File: src/design/efs_pkg.sv
// ----------------------------------------------------------------------------
// efs_pkg: shared definitions for the earliest-free-server scheduler
// Field widths, operation codes, reset values and parameter defaults.
// ----------------------------------------------------------------------------
package efs_pkg;

    // Parameter defaults
    localparam int DEF_SERVERS   = 8;
    localparam int DEF_TIME_BITS = 32;

    // Payload field widths
    localparam int OP_W       = 2;
    localparam int IDX_W      = 3;
    localparam int COST_W     = 8;
    localparam int WORK_W     = 8;
    localparam int OUT_TIME_W = 32;
    localparam int ACT_W      = 4;
    localparam int DUR_W      = COST_W + WORK_W;

    // Operation codes
    localparam logic [OP_W-1:0] OP_LOAD  = 2'd0;
    localparam logic [OP_W-1:0] OP_JOB   = 2'd1;
    localparam logic [OP_W-1:0] OP_CLEAR = 2'd2;

    // Reset values
    localparam logic [ACT_W-1:0]  ACT_RESET  = 4'd8;
    localparam logic [COST_W-1:0] COST_RESET = 8'd1;

endpackage

File: src/design/efs_req_if.sv
// ----------------------------------------------------------------------------
// efs_req_if: request channel of the scheduler
// Valid/ready channel carrying one operation and its operands.
// ----------------------------------------------------------------------------
interface efs_req_if;
    import efs_pkg::*;

    logic              valid;
    logic              ready;
    logic [OP_W-1:0]   op;
    logic [IDX_W-1:0]  server_index;
    logic [COST_W-1:0] unit_cost;
    logic [WORK_W-1:0] work_units;

    modport source (output valid, output op, output server_index, output unit_cost,
                    output work_units, input ready);
    modport sink   (input valid, input op, input server_index, input unit_cost,
                    input work_units, output ready);
endinterface

File: src/design/efs_rsp_if.sv
// ----------------------------------------------------------------------------
// efs_rsp_if: response channel of the scheduler
// Valid/ready channel carrying one job placement.
// ----------------------------------------------------------------------------
interface efs_rsp_if;
    import efs_pkg::*;

    logic                  valid;
    logic                  ready;
    logic [IDX_W-1:0]      chosen_server;
    logic [OUT_TIME_W-1:0] start_time;
    logic [OUT_TIME_W-1:0] finish_time;
    logic [OUT_TIME_W-1:0] makespan;
    logic                  saturated;

    modport source (output valid, output chosen_server, output start_time,
                    output finish_time, output makespan, output saturated, input ready);
    modport sink   (input valid, input chosen_server, input start_time,
                    input finish_time, input makespan, input saturated, output ready);
endinterface

File: src/design/efs_ram.sv
// ----------------------------------------------------------------------------
// efs_ram: generic simple dual-port RAM
// One write port, one read port, read data registered.
// ----------------------------------------------------------------------------
module efs_ram #(
    parameter int WIDTH = 8,
    parameter int DEPTH = 8,
    parameter int AW    = (DEPTH > 1) ? $clog2(DEPTH) : 1
) (
    input  logic             clk,
    input  logic             we,
    input  logic [AW-1:0]    waddr,
    input  logic [WIDTH-1:0] wdata,
    input  logic [AW-1:0]    raddr,
    output logic [WIDTH-1:0] rdata
);
    logic [WIDTH-1:0] mem [DEPTH];
    logic [WIDTH-1:0] rdata_reg;

    always_ff @(posedge clk)
    begin
        if (we)
        begin
            mem[waddr] <= wdata;
        end
        rdata_reg <= mem[raddr];
    end

    assign rdata = rdata_reg;
endmodule

File: src/design/earliest_free_server_scheduler_top.sv
// ----------------------------------------------------------------------------
// earliest_free_server_scheduler_top: list scheduler onto the earliest free server
// Keeps per-server free times and costs in RAM and places each job.
// ----------------------------------------------------------------------------
// A load or clear transaction completes when it is accepted. From acceptance of
// a job to the next acceptance, the free-time memory is scanned one entry per
// cycle through its single read port over the n active servers, then the
// duration is multiplied, added with saturation, and the result is written back
// and registered. A finished result may wait in the output register while loads
// and clears are taken; a next job is scanned but then waits for it to leave.
// Reset values of the free times and costs come from per-entry valid bits, so
// no clearing pass is needed after reset or on a clear transaction.
module earliest_free_server_scheduler_top #(
    parameter int SERVERS   = efs_pkg::DEF_SERVERS,
    parameter int TIME_BITS = efs_pkg::DEF_TIME_BITS
) (
    input  logic                     clk,
    input  logic                     rst_n,
    input  logic                     cfg_wr_en,
    input  logic [efs_pkg::ACT_W-1:0] cfg_wr_data,
    efs_req_if.sink                  req,
    efs_rsp_if.source                rsp
);
    import efs_pkg::*;

    localparam int SRV_W = (SERVERS > 1) ? $clog2(SERVERS) : 1;

    localparam logic [2:0] ST_IDLE  = 3'd0;
    localparam logic [2:0] ST_SCAN  = 3'd1;
    localparam logic [2:0] ST_DRAIN = 3'd2;
    localparam logic [2:0] ST_MUL   = 3'd3;
    localparam logic [2:0] ST_ADD   = 3'd4;
    localparam logic [2:0] ST_DONE  = 3'd5;

    logic [2:0]           state_reg, state_next;
    logic [ACT_W-1:0]     active_reg;
    logic [SERVERS-1:0]   free_valid_reg, cost_valid_reg;
    logic [SRV_W-1:0]     scan_idx_reg, last_reg, pend_idx_reg;
    logic                 pend_reg, samp_free_v_reg, samp_cost_v_reg;
    logic [WORK_W-1:0]    work_reg;
    logic [SRV_W-1:0]     best_idx_reg;
    logic [TIME_BITS-1:0] best_time_reg;
    logic [COST_W-1:0]    best_cost_reg;
    logic [DUR_W-1:0]     dur_reg;
    logic [TIME_BITS-1:0] finish_reg;
    logic                 sat_reg;
    logic [TIME_BITS-1:0] latest_reg;
    logic                 out_valid_reg;
    logic [IDX_W-1:0]     out_server_reg;
    logic [TIME_BITS-1:0] out_start_reg, out_finish_reg, out_span_reg;
    logic                 out_sat_reg;

    logic                 req_fire, load_ok, done_fire;
    logic [SRV_W-1:0]     load_addr, last_idx;
    logic [ACT_W-1:0]     act_clip;
    logic [TIME_BITS-1:0] free_rdata, cur_time, new_latest;
    logic [COST_W-1:0]    cost_rdata, cur_cost;
    logic [TIME_BITS:0]   sum;

    assign req.ready = (state_reg == ST_IDLE);
    assign req_fire  = req.valid && req.ready;
    assign load_ok   = req_fire && (req.op == OP_LOAD) && (32'(req.server_index) < SERVERS);
    assign load_addr = SRV_W'(req.server_index);
    assign done_fire = (state_reg == ST_DONE) && (!out_valid_reg || rsp.ready);

    // Clip the active count to 1..SERVERS
    always_comb
    begin
        if (active_reg == '0)
        begin
            act_clip = ACT_W'(1);
        end
        else if (32'(active_reg) > SERVERS)
        begin
            act_clip = ACT_W'(SERVERS);
        end
        else
        begin
            act_clip = active_reg;
        end
    end
    assign last_idx = SRV_W'(act_clip - ACT_W'(1));

    efs_ram #(.WIDTH(TIME_BITS), .DEPTH(SERVERS), .AW(SRV_W)) u_free_ram (
        .clk   (clk),
        .we    (done_fire),
        .waddr (best_idx_reg),
        .wdata (finish_reg),
        .raddr (scan_idx_reg),
        .rdata (free_rdata)
    );

    efs_ram #(.WIDTH(COST_W), .DEPTH(SERVERS), .AW(SRV_W)) u_cost_ram (
        .clk   (clk),
        .we    (load_ok),
        .waddr (load_addr),
        .wdata (req.unit_cost),
        .raddr (scan_idx_reg),
        .rdata (cost_rdata)
    );

    // Free times unset since reset/clear/load, and costs never loaded, read as reset
    assign cur_time = samp_free_v_reg ? free_rdata : '0;
    assign cur_cost = samp_cost_v_reg ? cost_rdata : COST_RESET;

    assign sum        = {1'b0, best_time_reg} + (TIME_BITS+1)'(dur_reg);
    assign new_latest = (finish_reg > latest_reg) ? finish_reg : latest_reg;

    always_comb
    begin
        state_next = state_reg;
        unique case (state_reg)
            ST_IDLE:
            begin
                if (req_fire && (req.op == OP_JOB))
                begin
                    state_next = ST_SCAN;
                end
            end
            ST_SCAN:
            begin
                if (scan_idx_reg == last_reg)
                begin
                    state_next = ST_DRAIN;
                end
            end
            ST_DRAIN: state_next = ST_MUL;
            ST_MUL:   state_next = ST_ADD;
            ST_ADD:   state_next = ST_DONE;
            ST_DONE:
            begin
                if (done_fire)
                begin
                    state_next = ST_IDLE;
                end
            end
            default:  state_next = ST_IDLE;
        endcase
    end

    // Control state
    always_ff @(posedge clk or negedge rst_n)
    begin
        if (!rst_n)
        begin
            state_reg      <= ST_IDLE;
            active_reg     <= ACT_RESET;
            free_valid_reg <= '0;
            cost_valid_reg <= '0;
            pend_reg       <= 1'b0;
            out_valid_reg  <= 1'b0;
            latest_reg     <= '0;
        end
        else
        begin
            state_reg <= state_next;
            pend_reg  <= (state_reg == ST_SCAN);
            if (cfg_wr_en)
            begin
                active_reg <= cfg_wr_data;
            end
            if (load_ok)
            begin
                cost_valid_reg[load_addr] <= 1'b1;
                free_valid_reg[load_addr] <= 1'b0;
            end
            if (req_fire && (req.op == OP_CLEAR))
            begin
                free_valid_reg <= '0;
                latest_reg     <= '0;
            end
            if (done_fire)
            begin
                free_valid_reg[best_idx_reg] <= 1'b1;
                latest_reg                   <= new_latest;
            end
            if (done_fire)
            begin
                out_valid_reg <= 1'b1;
            end
            else if (rsp.ready)
            begin
                out_valid_reg <= 1'b0;
            end
        end
    end

    // Scan datapath and result registers
    always_ff @(posedge clk)
    begin
        if (req_fire && (req.op == OP_JOB))
        begin
            scan_idx_reg <= '0;
            last_reg     <= last_idx;
            work_reg     <= req.work_units;
        end
        if (state_reg == ST_SCAN)
        begin
            pend_idx_reg    <= scan_idx_reg;
            samp_free_v_reg <= free_valid_reg[scan_idx_reg];
            samp_cost_v_reg <= cost_valid_reg[scan_idx_reg];
            if (scan_idx_reg != last_reg)
            begin
                scan_idx_reg <= scan_idx_reg + SRV_W'(1);
            end
        end
        // Keep the first strictly smaller free time, so ties go to the lowest index
        if (pend_reg && ((pend_idx_reg == '0) || (cur_time < best_time_reg)))
        begin
            best_idx_reg  <= pend_idx_reg;
            best_time_reg <= cur_time;
            best_cost_reg <= cur_cost;
        end
        if (state_reg == ST_MUL)
        begin
            dur_reg <= DUR_W'(best_cost_reg) * DUR_W'(work_reg);
        end
        if (state_reg == ST_ADD)
        begin
            sat_reg    <= sum[TIME_BITS];
            finish_reg <= sum[TIME_BITS] ? '1 : sum[TIME_BITS-1:0];
        end
        if (done_fire)
        begin
            out_server_reg <= IDX_W'(best_idx_reg);
            out_start_reg  <= best_time_reg;
            out_finish_reg <= finish_reg;
            out_span_reg   <= new_latest;
            out_sat_reg    <= sat_reg;
        end
    end

    assign rsp.valid         = out_valid_reg;
    assign rsp.chosen_server = out_server_reg;
    assign rsp.start_time    = OUT_TIME_W'(out_start_reg);
    assign rsp.finish_time   = OUT_TIME_W'(out_finish_reg);
    assign rsp.makespan      = OUT_TIME_W'(out_span_reg);
    assign rsp.saturated     = out_sat_reg;
endmodule

File: src/flat_wrapper.sv
// flat-port wrapper written by rule: the top's interface ports become plain ports
module earliest_free_server_scheduler_top_flat import efs_pkg::*;
#(
    parameter int SERVERS   = efs_pkg::DEF_SERVERS,
    parameter int TIME_BITS = efs_pkg::DEF_TIME_BITS
)
  (clk, rst_n, cfg_wr_en, cfg_wr_data, req_valid, req_op, req_server_index, req_unit_cost, req_work_units, req_ready, rsp_valid, rsp_chosen_server, rsp_start_time, rsp_finish_time, rsp_makespan, rsp_saturated, rsp_ready);
  efs_req_if req_i ();
  efs_rsp_if rsp_i ();
  input  logic clk;
  input  logic rst_n;
  input  logic cfg_wr_en;
  input  logic [efs_pkg::ACT_W-1:0] cfg_wr_data;
  input wire logic [$bits(req_i.valid)-1:0] req_valid;
  input wire logic [$bits(req_i.op)-1:0] req_op;
  input wire logic [$bits(req_i.server_index)-1:0] req_server_index;
  input wire logic [$bits(req_i.unit_cost)-1:0] req_unit_cost;
  input wire logic [$bits(req_i.work_units)-1:0] req_work_units;
  output wire logic [$bits(req_i.ready)-1:0] req_ready;
  output wire logic [$bits(rsp_i.valid)-1:0] rsp_valid;
  output wire logic [$bits(rsp_i.chosen_server)-1:0] rsp_chosen_server;
  output wire logic [$bits(rsp_i.start_time)-1:0] rsp_start_time;
  output wire logic [$bits(rsp_i.finish_time)-1:0] rsp_finish_time;
  output wire logic [$bits(rsp_i.makespan)-1:0] rsp_makespan;
  output wire logic [$bits(rsp_i.saturated)-1:0] rsp_saturated;
  input wire logic [$bits(rsp_i.ready)-1:0] rsp_ready;
  assign req_i.valid = req_valid;
  assign req_i.op = req_op;
  assign req_i.server_index = req_server_index;
  assign req_i.unit_cost = req_unit_cost;
  assign req_i.work_units = req_work_units;
  assign req_ready = req_i.ready;
  assign rsp_valid = rsp_i.valid;
  assign rsp_chosen_server = rsp_i.chosen_server;
  assign rsp_start_time = rsp_i.start_time;
  assign rsp_finish_time = rsp_i.finish_time;
  assign rsp_makespan = rsp_i.makespan;
  assign rsp_saturated = rsp_i.saturated;
  assign rsp_i.ready = rsp_ready;
  earliest_free_server_scheduler_top #(.SERVERS(SERVERS), .TIME_BITS(TIME_BITS)) u_core (.clk(clk), .rst_n(rst_n), .cfg_wr_en(cfg_wr_en), .cfg_wr_data(cfg_wr_data), .req(req_i), .rsp(rsp_i));
endmodule
File: config.mk
export PLATFORM = sky130hd
export DESIGN_NAME = earliest_free_server_scheduler_top_flat
export DESIGN_NICKNAME = d
export VERILOG_FILES = /design/src/design/efs_pkg.sv /design/src/design/efs_req_if.sv /design/src/design/efs_rsp_if.sv /design/src/design/efs_ram.sv /design/src/design/earliest_free_server_scheduler_top.sv /design/src/flat_wrapper.sv
export SDC_FILE = /design/constraint.sdc
export NUM_CORES = 1
export LEC_CHECK = 0
export BUFFER_PORTS_ARGS = -buffer_cell sky130_fd_sc_hd__buf_2
export CORE_MARGIN = 1.5
export CORE_UTILIZATION = 45
export CTS_CLUSTER_DIAMETER = 40
export DETAILED_ROUTE_END_ITERATION = 7
export GPL_ROUTABILITY_DRIVEN = 0
export GPL_TIMING_DRIVEN = 0
export PLACE_DENSITY = 0.66
export REMOVE_ABC_BUFFERS = 1
export SLEW_MARGIN = 20
export SYNTH_ARGS = -nofsm -noshare
export SYNTH_HDL_FRONTEND = slang
export SYNTH_HIERARCHICAL = 1
export SYNTH_SLANG_ARGS = --single-unit
File: constraint.sdc
create_clock -name clk -period 6.41 [get_ports clk]
set_input_delay 1.282 -clock clk [delete_from_list [all_inputs] [get_ports clk]]
set_output_delay 1.282 -clock clk [all_outputs]
set_load 0.01 [all_outputs]
==> impl_metrics.prom, run 1 <==
# TYPE chip_impl_metric gauge
chip_impl_info{name="yosys.area.top_type",value="edfxtp_1"} 1
chip_impl_metric{name="power.share.sequential",unit="%"} 37.3
chip_impl_metric{name="final.setup.worst_slack",unit="ps"} 1640
chip_impl_metric{name="fin_skew",unit="ps"} 36.0
chip_impl_metric{name="dieWidth",unit="µm"} 251
chip_impl_info{name="ranking_of_synthesized_cells_by_area",value="edfxtp_1 57%, ha_1 5.3%, mux4_1 5.2%, dfrtp_1 5.1%, dfxtp_1 3.1%"} 1
chip_impl_metric{name="initial_antenna_violation_count",unit=""} 0
chip_impl_metric{name="cts_htree_levels",unit=""} 3
chip_impl_metric{name="timing.setup.tns",unit="ps"} 0
chip_impl_metric{name="number_of_enable_flip_flop_cells_after_synthesis",unit=""} 528
chip_impl_metric{name="detail-route-antenna-nets",unit=""} 0
chip_impl_metric{name="route.detailed.vias_per_inst",unit=""} 5.47
chip_impl_metric{name="clock_path_buffers",unit=""} 3
chip_impl_info{name="routed.top_layer",value="met4"} 1
chip_impl_metric{name="std_cell_rows",unit=""} 90
chip_impl_metric{name="first_global_vias",unit=""} 15800
chip_impl_metric{name="worst-path-max-fanout",unit=""} 8
chip_impl_metric{name="grt_util_all_layers",unit="%"} 19.2
chip_impl_info{name="worst_setup_path_start_kind",value="flop"} 1
chip_impl_metric{name="data_arrival_at_the_endpoint_of_the_critical_path",unit="ps"} 5130
chip_impl_metric{name="met2_wirelength",unit="µm"} 28900
chip_impl_metric{name="cts.reportedPaths.clkPinSlew",unit="ps"} 60
chip_impl_metric{name="place_worst_setup_slack",unit="ps"} 1620
chip_impl_metric{name="post_drt_wl_per_cell",unit="µm"} 21.2
chip_impl_metric{name="synth-seq-area-share",unit="%"} 65.4
chip_impl_metric{name="drt-pass1-iter-count",unit=""} 5
chip_impl_metric{name="static-leakage-power",unit="nW"} 12.3
chip_impl_metric{name="tritoncts_num_sinks",unit=""} 628
chip_impl_metric{name="number_of_flip_flops_under_the_largest_register_name",unit=""} 256
chip_impl_metric{name="layout.cells.non_filler",unit=""} 2816
chip_impl_info{name="crit_type",value="flop to flop"} 1
chip_impl_metric{name="power.clock.fraction",unit="%"} 26.3
chip_impl_metric{name="required_time_worst_endpoint",unit="ps"} 6760
chip_impl_info{name="run_status",value="finished, final reports clean"} 1
chip_impl_metric{name="clkLatencyLatePin",unit="ps"} 620
chip_impl_metric{name="timing.final.max_slew_violations",unit=""} 0
chip_impl_metric{name="worst_slew_pin_slew",unit="ps"} 997
chip_impl_info{name="cts_tree",value="done"} 1
chip_impl_metric{name="fin_hold_ws",unit="ps"} 447
chip_impl_metric{name="grt_remaining_overflow",unit=""} 0
chip_impl_metric{name="grt_max_degree",unit=""} 55
chip_impl_metric{name="detail_route.wirelength.met1",unit="µm"} 26000
chip_impl_metric{name="layout.cell_area.non_filler",unit="µm²"} 32500
chip_impl_metric{name="floorplan.core_area",unit="µm²"} 60600
chip_impl_metric{name="min_period",unit="ps"} 4770
chip_impl_metric{name="grt_first_pass_wirelength",unit="µm"} 91700
chip_impl_metric{name="switching_share",unit="%"} 34.7
chip_impl_metric{name="min_period_over_period",unit="%"} 74.5
chip_impl_metric{name="fmaxAchievable",unit="GHz"} 0.209
chip_impl_metric{name="initial_utilization",unit="%"} 45.8
chip_impl_metric{name="drt_iter0_markers",unit=""} 1156
chip_impl_metric{name="postCtsResizedCells",unit=""} 0
chip_impl_metric{name="num-nets-final",unit=""} 2152
chip_impl_metric{name="cts_post_setup_buffers_inserted",unit=""} 0
chip_impl_metric{name="setup_viol",unit=""} 0
chip_impl_metric{name="drt_wirelength",unit="µm"} 59700
chip_impl_metric{name="die_h",unit="µm"} 251
chip_impl_info{name="reg.largest.list",value="u_core/u_free_ram/mem x256, u_core/u_cost_ram/mem x64"} 1
chip_impl_metric{name="dpl.cell_count",unit=""} 2668
chip_impl_metric{name="synth-seq-cells",unit=""} 628
chip_impl_metric{name="maxCapViolCount",unit=""} 0
chip_impl_info{name="top_register",value="u_core/u_free_ram/mem"} 1
chip_impl_metric{name="layout-area-overhead-vs-synth",unit="%"} 17.2
chip_impl_info{name="hold_path.class",value="flop to flop"} 1
chip_impl_metric{name="top_level_ports",unit=""} 132
chip_impl_metric{name="drc_errors_left",unit=""} 0
chip_impl_metric{name="internal_power",unit="mW"} 11.0
chip_impl_metric{name="synth_cell_types",unit=""} 72
chip_impl_info{name="grt_setup_unrepaired",value="no"} 1
chip_impl_info{name="endpoint_kind",value="flop"} 1
chip_impl_metric{name="synthesis.area",unit="µm²"} 27700
chip_impl_metric{name="antenna_cells_inserted",unit=""} 0
chip_impl_metric{name="netlist.area_leader.share",unit="%"} 57.2
chip_impl_metric{name="relSlewSlack",unit="%"} 32.9
chip_impl_metric{name="pwr-share-comb",unit="%"} 36.4
chip_impl_info{name="clock_tree.root_cell",value="clkbuf_16"} 1
chip_impl_metric{name="placed_area",unit="µm²"} 29800
chip_impl_metric{name="synth_area_per_cell",unit="µm²"} 15.8
chip_impl_metric{name="hold_buffers",unit=""} 0
chip_impl_metric{name="synth-warning-count",unit=""} 6
chip_impl_metric{name="buffer_ports.inserted",unit=""} 131
chip_impl_metric{name="met3WireLength",unit="µm"} 3080
chip_impl_metric{name="powerDensity",unit="nW/µm²"} 519
chip_impl_metric{name="detailroute.via_count",unit=""} 15400
chip_impl_metric{name="design.die.area",unit="µm²"} 63100
chip_impl_metric{name="total_switching_power",unit="mW"} 5.85
chip_impl_metric{name="postSynth.asyncResetShare",unit="%"} 9.08
chip_impl_metric{name="synthesized_instance_count",unit=""} 1761
chip_impl_metric{name="power.total",unit="mW"} 16.9
chip_impl_metric{name="place.detailed.hpwl",unit="µm"} 39800
chip_impl_metric{name="numCtsBuffers",unit=""} 80
chip_impl_metric{name="layout.core_utilization",unit="%"} 53.7
chip_impl_metric{name="worst_ir_drop_vdd",unit="µV"} 499
chip_impl_metric{name="number_of_hold_slack_violations_in_the_final_timing_report",unit=""} 0
chip_impl_info{name="synth_ff_type",value="edfxtp_1"} 1
chip_impl_metric{name="drive_above_1_share",unit="%"} 21.3
[layout make-up]
class	count	area [µm²]
tap	782	978
inverter	162	608
clock inverter	54	571
multi-input combinational	926	8770
fill	4782	28100
sequential	628	18200
timing repair buffer	170	1320
clock buffer	94	2110
[layout by cell type, fill, tap and decap left out, types with 40 or more instances in the layout]
cell | Yosys | layout
a21oi_1 | 51 | 51
and2_1 | 97 | 97
buf_2 | 10 | 130
clkbuf_16 | 0 | 82
dfrtp_1 | 56 | 56
dfxtp_1 | 43 | 40
edfxtp_1 | 528 | 528
ha_1 | 117 | 117
inv_1 | 161 | 161
mux2_2 | 48 | 48
mux4_1 | 55 | 55
nand2_1 | 126 | 125
o21ai_0 | 50 | 50
[worst paths after layout]
kind / from / cells past startpoint / slack [ps] / end
min in group asynchronous: rst_n / 1 / 520 / u_core/latest_reg[17]
hold / removal: u_core/sat_reg / 0 / 450 / u_core/rsp.saturated
hold reg to reg: u_core/sat_reg / 0 / 450 / u_core/rsp.saturated
setup reg to reg: u_core/best_cost_reg[1] / 15 / 1640 / u_core/dur_reg[15]
max in group asynchronous: rst_n / 2 / 5300 / u_core/active_reg[3]
setup / recovery: u_core/best_cost_reg[1] / 15 / 1640 / u_core/dur_reg[15]
[power by group through the flow]
stage,sequential [mW],combinational [mW],clock (mW)
CTS,6.31,6.21,4.52
detailed placement,6.38,6.14,0
global placement,6.64,5.62,0
global route,6.39,6.89,4.68
floorplan,6.26,4.37,0
finish,6.30,6.14,4.43
[synthesized netlist by cell type, drive strengths merged (2+ instances only)]
master,number
a21oi,51
nand4,19
a41oi,5
xor2,11
buf,35
o221ai,2
nor2b,10
mux2i,33
and3,5
mux4,84
dfrtp,56
fa,37
nor2,47
and4,5
nand2,135
or3,2
a21o,14
nand3,20
and2,98
o21bai,4
o21ai,60
xnor2,17
o211ai,4
or2,2
edfxtp,528
ha,117
clkbuf,10
dfxtp,43
nand2b,29
inv,162
nor4,5
a211oi,6
o21a,8
a31oi,8
nor3,16
o31ai,8
mux2,52
[layer usage]
layer	track usage (%)	vias to the layer above
met3	3.28	106
met2	31.4	423
met4	7.13	0
met5	0	-
met1	26.0	7856
li1	-	7017
[cell families after synthesis]
group | share of synthesized area (%)
flops | 65.4
simple gates | 7.35
buf+inv | 3.35
compound gates | 4.14
mux | 10.9
fa+ha+maj | 7.95
xor+xnor | 0.884
[critical path, stage by stage (launching register included)]
cell and delay (ps):
edfxtp_1 510, and2_1 240, fa_1 460, fa_1 550, inv_1 50, fa_1 460, fa_1 550, inv_1 40
ha_1 340, o21a_1 180, o31a_1 130, o211ai_2 170, a21oi_1 110, a2111oi_2 430, a21oi_1 140, xnor2_1 150
(Power assumes the default switching activity.)
==> run 2: changes to the inputs <==
Settings changed: ABC_AREA set to 1.
Clock period 6.41 ns to 4.3 ns, I/O delays scaled along.
==> run 2 against run 1 <==
Effect of this change: the flow now finishes with violations (design-rule violations); die area is 8.6% higher; final cell count is 49% higher; maximum frequency is 13% higher; non-clock buffer count is 18 higher; combinational power is 100% higher; core utilization is 0.18 points higher; sequential power is 53% higher; critical endpoint unchanged.
==> impl_metrics.prom, run 2 <==
# TYPE chip_impl_metric gauge
chip_impl_info{name="critical_path.most_common_cell",value="fa_1"} 1
chip_impl_metric{name="drt_wirelength",unit="µm"} 69400
chip_impl_metric{name="timing.setup.tns",unit="ps"} 0
chip_impl_info{name="violations",value="design-rule violations"} 1
chip_impl_metric{name="critPathBufInv",unit=""} 3
chip_impl_metric{name="std_cell_rows",unit=""} 94
chip_impl_metric{name="worst_ir_drop_vdd",unit="µV"} 802
chip_impl_info{name="synth_ff_type",value="edfxtp_1"} 1
chip_impl_metric{name="data_arrival_at_the_endpoint_of_the_critical_path",unit="ps"} 4560
chip_impl_metric{name="number_of_hold_slack_violations_in_the_final_timing_report",unit=""} 0
chip_impl_info{name="regToRegEndpoint",value="u_core/dur_reg[15]"} 1
chip_impl_metric{name="min_period",unit="ps"} 4210
chip_impl_info{name="worst_setup_path_start_kind",value="flop"} 1
chip_impl_metric{name="grt_max_degree",unit=""} 69
chip_impl_metric{name="dpl.cell_count",unit=""} 4010
chip_impl_metric{name="placed_area",unit="µm²"} 32100
chip_impl_metric{name="worst_slew_pin_slew",unit="ps"} 935
chip_impl_metric{name="static-leakage-power",unit="nW"} 16.7
chip_impl_info{name="crit_reg_reg_startpoint",value="u_core/work_reg[4]"} 1
chip_impl_info{name="netlist_top_cells_count",value="927 x nand2_1, 666 x inv_1, 528 x edfxtp_1, 283 x nand3_1, 117 x ha_1"} 1
chip_impl_info{name="run_status",value="finished, violations left"} 1
chip_impl_info{name="critical_path.endpoint",value="u_core/dur_reg[15]"} 1
chip_impl_metric{name="detail-route-antenna-nets",unit=""} 0
chip_impl_metric{name="synth-warning-count",unit=""} 6
chip_impl_info{name="crit_type",value="flop to flop"} 1
chip_impl_metric{name="place.detailed.hpwl",unit="µm"} 46200
chip_impl_info{name="setup.worst_path.start",value="u_core/work_reg[4]"} 1
chip_impl_metric{name="drive_above_1_share",unit="%"} 11.9
chip_impl_metric{name="layout.cell_area.non_filler",unit="µm²"} 35500
chip_impl_info{name="worst_path_max_delay_cell",value="fa_1"} 1
chip_impl_metric{name="synthesis.area",unit="µm²"} 30100
chip_impl_info{name="ranking_of_synthesized_cells_by_area",value="edfxtp_1 53%, nand2_1 12%, inv_1 8.3%, ha_1 4.9%, nand3_1 4.7%"} 1
chip_impl_metric{name="initial_utilization",unit="%"} 45.7
chip_impl_metric{name="cp_slowest_stage_delay",unit="ps"} 550
chip_impl_metric{name="netlist.area_leader.share",unit="%"} 52.6
chip_impl_metric{name="die_h",unit="µm"} 262
chip_impl_metric{name="drt_iter0_markers",unit=""} 1774
chip_impl_metric{name="layout.cells.non_filler",unit=""} 4196
chip_impl_metric{name="top_level_ports",unit=""} 132
chip_impl_metric{name="floorplan.core_area",unit="µm²"} 66000
chip_impl_info{name="reg.largest.list",value="u_core/u_free_ram/mem x256, u_core/u_cost_ram/mem x64"} 1
chip_impl_metric{name="fin_skew",unit="ps"} 24.4
chip_impl_metric{name="layout-area-overhead-vs-synth",unit="%"} 17.9
chip_impl_metric{name="synth-seq-cells",unit=""} 628
chip_impl_info{name="crit_family",value="adder cells"} 1
chip_impl_metric{name="number_of_flip_flops_under_the_largest_register_name",unit=""} 256
chip_impl_metric{name="cts.reportedPaths.clkPinSlew",unit="ps"} 60
chip_impl_info{name="endpoint_kind",value="flop"} 1
chip_impl_metric{name="grt_remaining_overflow",unit=""} 0
chip_impl_metric{name="synth_area_per_cell",unit="µm²"} 9.79
chip_impl_metric{name="min_period_over_period",unit="%"} 97.8
chip_impl_metric{name="first_global_vias",unit=""} 19700
chip_impl_metric{name="number_of_enable_flip_flop_cells_after_synthesis",unit=""} 528
chip_impl_info{name="yosys.area.top_type",value="edfxtp_1"} 1
chip_impl_metric{name="antenna_cells_inserted",unit=""} 0
chip_impl_metric{name="worst-path-max-fanout",unit=""} 7
chip_impl_info{name="yosys.cell_count.top_type",value="nand2_1"} 1
chip_impl_metric{name="layout.core_utilization",unit="%"} 53.9
chip_impl_metric{name="drc_errors_left",unit=""} 3
chip_impl_metric{name="r2r_slack",unit="ps"} 90
chip_impl_info{name="layout_commonest_cell",value="nand2_1"} 1
chip_impl_metric{name="relSlewSlack",unit="%"} 37.6
chip_impl_metric{name="clock_path_buffers",unit=""} 3
chip_impl_metric{name="drt-pass1-iter-count",unit=""} 8
chip_impl_metric{name="grt_util_all_layers",unit="%"} 20.4
chip_impl_metric{name="buffer_ports.inserted",unit=""} 131
chip_impl_metric{name="grt_first_pass_wirelength",unit="µm"} 107000
chip_impl_metric{name="cts_htree_levels",unit=""} 3
chip_impl_info{name="top_register",value="u_core/u_free_ram/mem"} 1
chip_impl_info{name="mostFrequentLayoutCells",value="923 x nand2_1, 665 x inv_1, 528 x edfxtp_1, 283 x nand3_1, 130 x buf_2"} 1
chip_impl_metric{name="synthesized_instance_count",unit=""} 3080
chip_impl_metric{name="route.detailed.vias_per_inst",unit=""} 4.95
chip_impl_metric{name="required_time_worst_endpoint",unit="ps"} 4650
chip_impl_metric{name="postSynth.asyncResetShare",unit="%"} 9.08
chip_impl_metric{name="setup_viol",unit=""} 0
chip_impl_metric{name="synth_cell_types",unit=""} 46
chip_impl_metric{name="post_drt_wl_per_cell",unit="µm"} 16.5
chip_impl_metric{name="numCtsBuffers",unit=""} 86
chip_impl_metric{name="maxCapViolCount",unit=""} 0
chip_impl_metric{name="timing.final.max_slew_violations",unit=""} 0
chip_impl_metric{name="cell_count_of_the_worst_reg_to_reg_path",unit=""} 14
chip_impl_metric{name="design.die.area",unit="µm²"} 68500
chip_impl_metric{name="timing.critical_path.depth",unit=""} 14
chip_impl_metric{name="clkLatencyLatePin",unit="ps"} 630
chip_impl_metric{name="num-nets-final",unit=""} 3442
chip_impl_metric{name="powerDensity",unit="nW/µm²"} 828
chip_impl_metric{name="synth-seq-area-share",unit="%"} 60.2
chip_impl_info{name="cts_tree",value="done"} 1
chip_impl_info{name="critical_path.cell_chain",value="nand2_1 > inv_1 > fa_1 > fa_1 > fa_1 > inv_1 > fa_1 > inv_1 > ha_4 > nand2_2 > nor2_2 > a21oi_1 > o31ai_1 > xor2_1"} 1
chip_impl_info{name="hold_path.class",value="primary input to async pin"} 1
chip_impl_metric{name="detailroute.via_count",unit=""} 20800
chip_impl_metric{name="hold_buffers",unit=""} 0
chip_impl_metric{name="tritoncts_num_sinks",unit=""} 628
chip_impl_metric{name="initial_antenna_violation_count",unit=""} 0
chip_impl_metric{name="dieWidth",unit="µm"} 262
chip_impl_metric{name="fillCellCount",unit=""} 5575
chip_impl_metric{name="fmaxAchievable",unit="GHz"} 0.238
chip_impl_info{name="clock_tree.root_cell",value="clkbuf_16"} 1
## run 2: cell count changes after synthesis, moves of 36 or more
| cell | previous run | this run |
|---|---|---|
| mux4_1 | 55 | 0 |
| nor2_1 | 44 | 80 |
| nand3_1 | 20 | 283 |
| inv_1 | 161 | 666 |
| and2_1 | 97 | 32 |
| mux2_2 | 48 | 2 |
| nand2_1 | 126 | 927 |
## run 2: worst min-delay path by stage
stage | start | slack (ps) | to | cells past startpoint
2_1_floorplan | u_core/sat_reg | 400 | u_core/rsp.saturated | 0
3_3_place_gp | u_core/pend_idx_reg[2] | 420 | u_core/best_idx_reg[2] | 0
3_5_place_dp | u_core/cost_valid_reg[7] | 440 | u_core/cost_valid_reg[7] | 2
4_1_cts | rst_n | 160 | u_core/latest_reg[17] | 1
5_1_grt | rst_n | 190 | u_core/latest_reg[17] | 1
6_report | rst_n | 180 | u_core/latest_reg[17] | 1
## run 2: cell families after synthesis
group | count (synthesis) | share of synthesized area (%)
compound gates | 135 | 2.43
xor+xnor | 27 | 0.785
fa+ha+maj | 154 | 7.31
buf+inv | 768 | 10.3
flops | 628 | 60.2
mux | 2 | 0.0747
simple gates | 1366 | 18.9
## run 2: area by class of cell
cell class / instances / area [µm²] / area share (%)
sequential: 628 / 18200 / 51.1
clock inverter: 60 / 786 / 2.21
multi-input combinational: 1684 / 9110 / 25.6
timing repair buffer: 188 / 1570 / 4.42
tap: 864 / 1080 / 3.04
inverter: 670 / 2520 / 7.11
clock buffer: 102 / 2310 / 6.49
## run 2: repair_timing
item                                    in CTS  in global routing
setup buffers                               17                  7
gates cloned                                 0                  0
gates resized for setup                      4                 25
pin swaps                                    1                 19
endpoints found under the setup margin       5                  6
## run 2: worst reg2reg max path, cell delays in order (launching register included)
cell      delay [ps]
edfxtp_1         520
nand2_1          120
inv_1             60
fa_1             550
fa_1             450
fa_1             550
inv_1             50
fa_1             530
inv_1             60
ha_4             300
nand2_2           90
nor2_2           110
a21oi_1           90
o31ai_1          340
xor2_1           120
## run 2: power by group
part / leakage, nW / internal (mW) / switching [mW] / total, mW
registers: 5.86 / 8.51 / 1.10 / 9.61
logic: 9.39 / 4.75 / 7.63 / 12.4
clock network: 1.46 / 4.65 / 2.79 / 7.45
## run 2: metal layers
metal	vias up	global-route usage (%)	share of wire [%]
li1	10100	-	-
met1	9888	28.4	44
met2	659	32.7	47
met3	98	3.25	7.0
met4	0	6.40	2.1
met5	-	0	0
## run 2: stage by stage
step / worst slack, ps / total power [mW] / hold slack (ps)
floorplan: -4700 / 17.3 / 400
global placement: -11990 / 20.3 / 421
detailed placement: -166 / 20.9 / 437
CTS: 5.89 / 28.7 / 164
global route: -18.8 / 31.6 / 192
finish: 92.6 / 29.4 / 182
